$ cat src/rtl/core/spq_pkg.sv
`timescale 1ns / 1ps
`default_nettype none

package spq_pkg;

    // Field widths of one beat.
    localparam int PRIO_W = 16;
    localparam int TAG_W  = 32;
    localparam int STAT_W = 2;

    // Default number of cells in the chain.
    localparam int DEPTH_DEFAULT = 16;

    // Request codes.
    localparam logic ACT_INSERT = 1'b0;
    localparam logic ACT_REMOVE = 1'b1;

    // Result status codes.
    localparam logic [STAT_W-1:0] STAT_INSERTED = 2'd0;
    localparam logic [STAT_W-1:0] STAT_REMOVED  = 2'd1;
    localparam logic [STAT_W-1:0] STAT_EMPTY    = 2'd2;
    localparam logic [STAT_W-1:0] STAT_FULL     = 2'd3;

    // One stored entry.
    typedef struct packed {
        logic [PRIO_W-1:0] prio;
        logic [TAG_W-1:0]  tag;
    } spq_entry_t;

    // Command broadcast to every cell in a cycle.
    typedef struct packed {
        logic       ins;
        logic       rem;
        spq_entry_t new_entry;
    } spq_cmd_t;

endpackage

`default_nettype wire

$ cat src/rtl/core/sorted_priority_queue_unit.sv
`timescale 1ns / 1ps
`default_nettype none

// Channel  Handshake           Payload
// -------  ------------------  -----------------------------------
// in       in_valid/in_ready   action, priority_req, tag
// out      out_valid/out_ready status, out_tag, out_priority
//
// For each insert that fits, all cells compare against the new priority in
// parallel and those from the insertion point shift by one place; a remove
// shifts every cell toward the head. The result lands in the output register
// on the next edge. One beat per cycle is sustained while out_ready is high.
// Reset clears only the fill count and the output valid flag. A stalled output
// holds its beat; a new request is taken in the same cycle as the waiting result leaves.
module sorted_priority_queue_unit
    import spq_pkg::*;
#(
    parameter int DEPTH = DEPTH_DEFAULT
)
(
    input  wire logic              clk,
    input  wire logic              rst_n,
    input  wire logic              in_valid,
    output logic                   in_ready,
    input  wire logic              action,
    input  wire logic [PRIO_W-1:0] priority_req,
    input  wire logic [TAG_W-1:0]  tag,
    output logic                   out_valid,
    input  wire logic              out_ready,
    output logic [STAT_W-1:0]      status,
    output logic [TAG_W-1:0]       out_tag,
    output logic [PRIO_W-1:0]      out_priority
);

    localparam int CNT_W = $clog2(DEPTH + 1);

    logic [CNT_W-1:0]  count_reg;
    logic [CNT_W-1:0]  count_next;
    logic              out_valid_reg;
    logic              out_valid_next;
    logic [STAT_W-1:0] status_reg;
    logic [STAT_W-1:0] status_next;
    logic [TAG_W-1:0]  out_tag_reg;
    logic [TAG_W-1:0]  out_tag_next;
    logic [PRIO_W-1:0] out_priority_reg;
    logic [PRIO_W-1:0] out_priority_next;

    logic       accept;
    logic       is_full;
    logic       is_empty;
    spq_cmd_t   cmd;
    logic       take [DEPTH];
    spq_entry_t cells [DEPTH];

    assign in_ready = !out_valid_reg || out_ready;
    assign accept   = in_valid && in_ready;
    assign is_full  = count_reg == CNT_W'(DEPTH);
    assign is_empty = count_reg == '0;

    // Command seen by the whole chain this cycle.
    always_comb
    begin
        cmd.ins            = accept && (action == ACT_INSERT) && !is_full;
        cmd.rem            = accept && (action == ACT_REMOVE) && !is_empty;
        cmd.new_entry.prio = priority_req;
        cmd.new_entry.tag  = tag;
    end

    // The row of cells, each wired to its neighbors; the head's left is the new entry.
    for (genvar i = 0; i < DEPTH; i++)
    begin : g_cell
        logic       left_take;
        spq_entry_t left_entry;
        spq_entry_t right_entry;

        if (i == 0)
        begin : g_head
            assign left_take  = 1'b0;
            assign left_entry = cmd.new_entry;
        end
        else
        begin : g_body
            assign left_take  = take[i-1];
            assign left_entry = cells[i-1];
        end

        if (i == DEPTH - 1)
        begin : g_tail
            assign right_entry = cells[i];
        end
        else
        begin : g_mid
            assign right_entry = cells[i+1];
        end

        spq_cell #(
            .INDEX(i),
            .CNT_W(CNT_W)
        ) u_cell (
            .clk        (clk),
            .count      (count_reg),
            .cmd        (cmd),
            .left_take  (left_take),
            .left_entry (left_entry),
            .right_entry(right_entry),
            .take       (take[i]),
            .entry      (cells[i])
        );
    end

    // Fill count and the result of the accepted beat.
    always_comb
    begin
        count_next        = count_reg;
        out_valid_next    = out_valid_reg && !out_ready;
        status_next       = status_reg;
        out_tag_next      = out_tag_reg;
        out_priority_next = out_priority_reg;
        if (accept)
        begin
            out_valid_next    = 1'b1;
            out_tag_next      = '0;
            out_priority_next = '0;
            unique case (action)
                ACT_INSERT:
                begin
                    if (is_full)
                    begin
                        status_next = STAT_FULL;
                    end
                    else
                    begin
                        status_next = STAT_INSERTED;
                        count_next  = count_reg + 1'b1;
                    end
                end
                ACT_REMOVE:
                begin
                    if (is_empty)
                    begin
                        status_next = STAT_EMPTY;
                    end
                    else
                    begin
                        status_next       = STAT_REMOVED;
                        out_tag_next      = cells[0].tag;
                        out_priority_next = cells[0].prio;
                        count_next        = count_reg - 1'b1;
                    end
                end
                default:
                begin
                    status_next = STAT_EMPTY;
                end
            endcase
        end
    end

    always_ff @(posedge clk or negedge rst_n)
    begin
        if (!rst_n)
        begin
            count_reg     <= '0;
            out_valid_reg <= 1'b0;
        end
        else
        begin
            count_reg     <= count_next;
            out_valid_reg <= out_valid_next;
        end
    end

    always_ff @(posedge clk)
    begin
        status_reg       <= status_next;
        out_tag_reg      <= out_tag_next;
        out_priority_reg <= out_priority_next;
    end

    assign out_valid    = out_valid_reg;
    assign status       = status_reg;
    assign out_tag      = out_tag_reg;
    assign out_priority = out_priority_reg;

    // The fill count never passes the number of cells.
    a_count_bound: assert property (@(posedge clk) disable iff (!rst_n)
        count_reg <= CNT_W'(DEPTH))
        else $error("fill count above depth");

    // With two or more entries stored, the head cell holds a priority no lower than the next one.
    a_head_sorted: assert property (@(posedge clk) disable iff (!rst_n)
        (count_reg >= CNT_W'(2)) |-> (cells[0].prio >= cells[1].prio))
        else $error("head of queue out of order");

    // An insert into a full queue reports full on the next beat.
    a_full_drop: assert property (@(posedge clk) disable iff (!rst_n)
        (accept && (action == ACT_INSERT) && is_full)
        |=> (out_valid && (status == STAT_FULL) && $stable(count_reg)))
        else $error("insert into full queue not flagged");

    // A remove from an empty queue reports empty on the next beat.
    a_empty_remove: assert property (@(posedge clk) disable iff (!rst_n)
        (accept && (action == ACT_REMOVE) && is_empty)
        |=> (out_valid && (status == STAT_EMPTY)))
        else $error("remove from empty queue not flagged");

endmodule

`default_nettype wire

$ cat src/rtl/core/spq_cell.sv
`timescale 1ns / 1ps
`default_nettype none

module spq_cell
    import spq_pkg::*;
#(
    parameter int INDEX = 0,
    parameter int CNT_W = 5
)
(
    input  wire logic             clk,
    input  wire logic [CNT_W-1:0] count,
    input  wire spq_cmd_t         cmd,
    input  wire logic             left_take,
    input  wire spq_entry_t       left_entry,
    input  wire spq_entry_t       right_entry,
    output logic                  take,
    output spq_entry_t            entry
);

    spq_entry_t entry_reg;
    spq_entry_t entry_next;
    logic       occupied;

    // A cell is in use when its position lies below the fill count.
    assign occupied = CNT_W'(INDEX) < count;

    // The new entry belongs at or before this cell when this cell is free
    // or holds a strictly lower priority; equal priorities stay ahead.
    assign take = !occupied || (entry_reg.prio < cmd.new_entry.prio);

    // Insert shifts toward the tail from the insertion point; remove shifts
    // everything one place toward the head.
    always_comb
    begin
        entry_next = entry_reg;
        if (cmd.ins)
        begin
            if (take && !left_take)
            begin
                entry_next = cmd.new_entry;
            end
            else if (take)
            begin
                entry_next = left_entry;
            end
        end
        else if (cmd.rem)
        begin
            entry_next = right_entry;
        end
    end

    always_ff @(posedge clk)
    begin
        entry_reg <= entry_next;
    end

    assign entry = entry_reg;

endmodule

`default_nettype wire
$ cat config.mk
export PLATFORM = sky130hd
export DESIGN_NAME = sorted_priority_queue_unit
export DESIGN_NICKNAME = d
export VERILOG_FILES = /design/src/rtl/core/spq_pkg.sv /design/src/rtl/core/sorted_priority_queue_unit.sv /design/src/rtl/core/spq_cell.sv
export SDC_FILE = /design/constraint.sdc
export NUM_CORES = 2
export LEC_CHECK = 0
export ABC_AREA = 1
export ABC_CLOCK_PERIOD_IN_PS = 10400
export BUFFER_PORTS_ARGS = -buffer_cell sky130_fd_sc_hd__buf_2
export CAP_MARGIN = 30
export CORE_MARGIN = 1
export CORE_UTILIZATION = 65
export DETAILED_ROUTE_END_ITERATION = 10
export PLACE_DENSITY = 0.91
export RECOVER_POWER = 25
export SYNTH_ARGS = -nofsm -noshare
export SYNTH_HDL_FRONTEND = slang
export SYNTH_SLANG_ARGS = --single-unit
$ cat constraint.sdc
create_clock -name clk -period 10.4 [get_ports clk]
set_input_delay 0.52 -clock clk [delete_from_list [all_inputs] [get_ports clk]]
set_output_delay 0.52 -clock clk [all_outputs]
set_load 0.03 [all_outputs]
# After elaboration in Yosys (flattened, before gate mapping)
# Cells that the tools add are included.
[op_classes]
n_eq_ne = 18
add_sub_neg = 2
n_reduce_logical = 94
order_cmp = 32
mux = 68
bitwise = 1
[op_table]
columns = ["op", "count"]
rows = [
  ["48-bit two-way mux", 61],
  ["16-bit less-than comparator", 16],
  ["3-bit by 1-bit inequality test with 1-bit output, second input constant", 14],
  ["4-bit by 5-bit less-than comparator with 1-bit output, first input constant", 8],
  ["1-bit logical NOT", 35],
  ["2-bit AND reduction", 16],
  ["1-bit logical AND", 21],
  ["3-bit by 5-bit less-than comparator with 1-bit output, first input constant", 4],
  ["1-bit logical OR", 17],
  ["1-bit by 5-bit less-than comparator with 1-bit output, first input constant", 2],
  ["2-bit by 5-bit less-than comparator with 1-bit output, first input constant", 2],
  ["5-bit two-way mux", 2],
  ["5-bit case mux with 2 select lines", 1],
  ["5-bit by 1-bit adder with 5-bit output, second input constant", 1],
  ["5-bit equality test, second input constant", 1],
  ["5-bit logical NOT", 1],
  ["5-bit by 1-bit subtractor with 5-bit output, second input constant", 1],
  ["2-bit two-way mux", 2],
  ["2-bit inequality test, second input constant", 2],
  ["2-bit case mux with 2 select lines", 1],
  ["2-bit nonzero test", 2],
  ["3-bit AND reduction", 1],
  ["2-bit by 1-bit inequality test with 1-bit output, second input constant", 1],
  ["2-bit OR reduction", 1],
  ["other kinds (2)", 2],
]
[word_totals]
out_inout_bits = 52
reg_bits = 824
in_bits = 53

# Depth between registers and ports, before layout
[logic_depth]
ltp_word = 7
ltp_mapped = 18
ltp_nobuf = 15

# Cells and area by module
# Synthesis repeated with hierarchy kept, for this count alone.
[unflattened]
cells_unflattened = 7709
hier_area_um2 = 55848.6
[by_module_without_submodules]
columns = ["mod", "cells_per_inst", "n_inst", "seq_area_each_um2", "area_each_um2"]
rows = [
  ["spq_cell at g_cell[1].u_cell ...", 468, 3, 1441.4, 3339.5],
  ["spq_cell at g_cell[10].u_cell", 470, 1, 1441.4, 3352.0],
  ["spq_cell at g_cell[12].u_cell", 470, 1, 1441.4, 3350.7],
  ["spq_cell at g_cell[2].u_cell", 468, 1, 1441.4, 3349.5],
  ["spq_cell at g_cell[14].u_cell", 468, 1, 1441.4, 3348.2],
  ["spq_cell at g_cell[13].u_cell", 468, 1, 1441.4, 3347.0],
  ["spq_cell at g_cell[0].u_cell", 470, 1, 1441.4, 3345.7],
  ["spq_cell at g_cell[11].u_cell", 468, 1, 1441.4, 3345.7],
  ["spq_cell at g_cell[8].u_cell", 468, 1, 1441.4, 3342.0],
  ["spq_cell at g_cell[15].u_cell", 467, 1, 1441.4, 3338.2],
  ["spq_cell at g_cell[3].u_cell", 468, 1, 1441.4, 3337.0],
  ["spq_cell at g_cell[6].u_cell", 466, 1, 1441.4, 3337.0],
  ["spq_cell at g_cell[5].u_cell", 466, 1, 1441.4, 3335.7],
  ["spq_cell at g_cell[7].u_cell", 466, 1, 1441.4, 3333.2],
  ["sorted_priority_queue_unit", 222, 1, 1651.6, 2368.5],
]

# Least setup slack after synthesis
# No wires, ideal clock.
[synth_timing]
kind = "in2reg"
start = "input priority_req[5]"
end = "register g_cell[0].u_cell.entry_reg, in the netlist g_cell[0].u_cell.entry[0], enable pin"
arrival_ns = 5.960
path_buffers = 3
setup_slack_ns = 3.914
setup_time_ns = 0.527
cell_stages = 12
cell_sequence = "clkinv_1 -> clkbuf_1 -> ha_1 -> a21oi_1 -> nor2_1 -> nor3_1 -> nand2_1 -> nand2_1 -> a21oi_1 -> buf_2 -> buf_2 -> a21boi_0"
[synth_via]
elab_chain_len = 4
[synth_rtl]
columns = ["item", "line_no", "text"]
rows = [
  ["from (decl)", "sorted_priority_queue_unit.sv:26", "input wire logic [PRIO_W-1:0] priority_req,"],
  ["16-bit less-than comparator", "spq_cell.sv:30", "assign take = !occupied || (entry_reg.prio < cmd.new_entry.prio);"],
  ["1-bit logical OR", "spq_cell.sv:30", ""],
  ["2-bit by 1-bit inequality test with 1-bit output (no line)", "n/a", ""],
  ["2-bit AND reduction (no line)", "n/a", ""],
  ["to (signal assigned)", "spq_cell.sv:56", "entry_reg <= entry_next;"],
  ["to (decl)", "spq_cell.sv:21", "spq_entry_t entry_reg;"],
]
# Every way passes these cells.
# A chain may end at the register's enable or synchronous reset.

# Final worst setup path
[layout_timing]
start = "input priority_req[5]"
end = "register g_cell[15].u_cell.entry_reg, in the netlist g_cell[15].u_cell.entry[7] (data pin)"
[layout_via]
elab_chain_len = 5
[layout_rtl]
columns = ["item", "line_no", "text"]
rows = [
  ["16-bit less-than comparator", "spq_cell.sv:30", ""],
  ["1-bit logical OR", "spq_cell.sv:30", ""],
  ["1-bit logical NOT", "spq_cell.sv:39", "if (take && !left_take)"],
  ["1-bit logical AND (*)", "spq_cell.sv:39", ""],
  ["48-bit two-way mux (*)", "spq_cell.sv:39", ""],
  ["to (signal assigned)", "spq_cell.sv:56", ""],
  ["to (decl)", "spq_cell.sv:21", ""],
]
# Every way passes the cells marked *; elsewhere a longest branch is shown, timed or not.

==> metrics <==
Critical Path Fanout Max 85; Gate power share 0.312; number of remaining DRC errors 0; Final Cycle Share 0.623; DRT Pass-1 Iters 6; register share of total power 0.414; core box area 77600 um^2; Yosys warning total 0; Util after Layout 0.698; f_max between 150 and 200 MHz; RSZ-0062 raised after global routing no; Worst-Margin Slew approximately 3.6 ns; max FFs per register between 700 and 800; worst r2r dst g_cell[0].u_cell.entry[13]$_DFFE_PP_; Arr. time, crit path around 6.7 ns; Remaining Overflow, GRT 0; Power Total roughly 11 mW; main flop type after synthesis edfxtp_1; Worst Path Class, Setup input pin to flip-flop; R2R Setup Slk between 4 and 5 ns; Required @ worst endpoint between 10 and 15 ns; FP Rows about 100; final hold vios 0; status finished with violations; Psw 3.95 mW; critical path capture point g_cell[15].u_cell.entry[7]$_DFFE_PP_; die area 79600 um^2; CP startpoint priority_req[5]; clock share of power 0.273; All-Layer GR Usage 0.326; R2R cell count 9; drt total wl between 100000 and 150000 um; largest net degree at the start of global routing about 240; slowest cell on the critical path clkbuf_1; failing checks max-capacitance violations, max-slew violations; Setup crit end kind flip-flop; first-pass GRT wire length approximately 210000 um; initial core utilization 0.658; final setup fails 0; Total Nets Final about 6700; CTS tree yes; ANT nets after route 0; MaxCap Viol Count 9; Crit Reg-Reg Startpoint count_reg[0]$_DFFE_PN0P_; worst vdd ir roughly 0.12 mV; Cell variety after synth 32; EDFF count, synth around 800; smallest hold slack roughly 0.1 ns; vias in the first global route between 40000 and 50000; Setup TNS 0 ns; Area Overhead vs Synth 6.15%; Finished Layout Cells ~7500; fin crit period about 6.5 ns; Clock Path Buffers 3; Worst setup SP type input pin; clk root buf clkbuf_16; CP peak stage delay 2.54 ns; dpl hpwl between 80000 and 90000 um; I/O pin count around 110; Pwr Density 196 nW/um^2; layout cells sized above 1 0.0451; Die Y around 280 um; clock transition at the registers of the reported paths 0.06 ns; Avg Vias per Cell a little under 6; Post-Syn Area per Cell 7.79 um^2; Yosys reg bits roughly 820; H-tree level count 3; most frequent CP cell nand2_1; synthesized area 51000 um^2; Post-CTS Setup Inserts 0; Slew Limit Fails 489; syn_nets between 6000 and 7000; Hold Crit Class input pin to flip-flop; Num CTS Buffers 84; DIE WIDTH roughly 280 um; crit-path cells buf_2, clkinv_1, clkbuf_1, ha_1, a21oi_1, nor2_1, nor3_1, nand2_1, nand2_1, nand2_1, nand2_1, clkinv_1, nand2_1, clkbuf_1, o21ai_0; drt wl/cell approximately 17 um; asr flop ratio synth 0.00728; initial antenna violation count 0; leak pwr ~26 nW; switching part of the total 0.372; register area share after synthesis 0.484; Int Pwr ~6.7 mW; DP Cell Count ~7300; starting DRC count in detailed routing 6300; Worst Skew about 0.031 ns; clock sinks 824; Port-buffer cells roughly 100; Antenna diodes 0; Clock Latency Late Sink about 0.65 ns; GP Congestion ~0.9; cell count after synthesis around 6500; worst hold start in_valid; Rel. slew slack -1.40; via count between 40000 and 50000
==> power by group through the flow <==
stage	clock, mW	combinational (mW)	sequential, mW
floorplan	0	2.48	4.42
global placement	0	3.07	4.44
detailed placement	0	3.19	4.46
CTS	2.91	3.24	4.39
global route	3.04	3.65	4.44
finish	2.90	3.32	4.40
==> stage by stage <==
step                cell area [um^2]  setup slack (ns)
CTS                            54300              5.61
global placement               51600              5.68
finish                         54200              3.92
global route                   54200              3.44
detailed placement             51700              5.62
floorplan                      51000              3.91
==> cells in the mapped netlist (3+ instances only) <==
master / number / share of area
a21oi_2: 11 / 0.0019
nor2_1: 97 / 0.0071
dfrtp_1: 6 / 0.0029
edfxtp_1: 818 / 0.48
xor2_1: 5 / 0.00086
nand2_1: 2419 / 0.18
o21ai_1: 25 / 0.0025
inv_2: 13 / 0.00096
buf_1: 16 / 0.0012
clkbuf_1: 223 / 0.016
o21ai_0: 116 / 0.011
o21ai_2: 3 / 0.00051
nand3_1: 1372 / 0.13
nand4_1: 6 / 0.00074
clkinv_1: 15 / 0.0011
nor3_1: 10 / 0.00098
a21oi_1: 102 / 0.010
ha_1: 243 / 0.060
buf_6: 17 / 0.0038
nand2_2: 7 / 0.00086
o21a_1: 13 / 0.0019
a31oi_1: 4 / 0.00049
buf_2: 152 / 0.015
buf_4: 32 / 0.0047
inv_1: 813 / 0.060
==> how the worst min path moves through the flow <==
stage / slack (ns) / endpoint / depth (start not counted)
global route: 0.14 / out_valid$_DFF_PN0_ / 3
global placement: 0.35 / count_reg[3]$_DFFE_PN0P_ / 1
floorplan: 0.22 / count_reg[0]$_DFFE_PN0P_ / 0
CTS: 0.08 / out_valid$_DFF_PN0_ / 3
detailed placement: 0.35 / out_valid$_DFF_PN0_ / 1
finish: 0.10 / out_valid$_DFF_PN0_ / 3
==> layout make-up <==
class	count	area [um^2]
Sequential cell	824	24700
Timing Repair Buffer	196	1220
Inverter	841	3160
Fill cell	5584	23400
Clock buffer	108	2230
Multi-Input combinational cell	4443	21200
Tap cell	1040	1300
Clock inverter	46	327
==> cell families after synthesis <==
kind of cell,after synthesis,synth area share
buf+inv,1281,0.103
xor+xnor,5,0.000858
simple gates,3913,0.323
flops,824,0.484
compound gates,282,0.0300
fa+ha+maj,243,0.0596
==> worst max-delay path: cells and delay by family <==
family	cells	cell delay, ns
compound gates	2	0.54
fa+ha+maj	1	0.47
buf+inv	5	4.13
simple gates	7	0.90
==> timing repair <==
| item | 4_1_cts | 5_1_grt |
|---|---|---|
| hold buffers | 1 | 0 |
| endpoints found under the hold margin | 6 | 0 |
| resized for setup | 0 | 0 |
==> per-layer routing <==
layer	wire, um	vias to the layer above	global-route usage
met5	0	-	0
li1	-	20900	-
met3	15500	260	0.0510
met4	3620	0	0.116
met1	50400	20100	0.441
met2	61300	3130	0.532
==> layout by cell type, fill, tap and decap left out, drive strengths merged <==
| cell | synthesis | final |
|---|---|---|
| inv | 826 | 820 |
| o21bai | 2 | 2 |
| ha | 243 | 243 |
| dfrtp | 6 | 6 |
| xor2 | 5 | 5 |
| o31ai | 3 | 3 |
| buf | 217 | 132 |
| clkinvlp | 0 | 2 |
| nand4 | 6 | 6 |
| a211oi | 1 | 1 |
| o211ai | 1 | 1 |
| nor2 | 99 | 99 |
| nor3 | 10 | 10 |
| a21boi | 1 | 1 |
| a21oi | 113 | 113 |
| a31oi | 4 | 4 |
| o21a | 13 | 13 |
| nand3 | 1372 | 1372 |
| clkbuf | 223 | 171 |
| o21ai | 144 | 144 |
| clkinv | 15 | 62 |
| dlygate4sd3 | 0 | 1 |
| bufinv | 0 | 3 |
| edfxtp | 818 | 818 |
| nand2 | 2426 | 2426 |
Note: power is estimated with default switching activity, not from simulation.
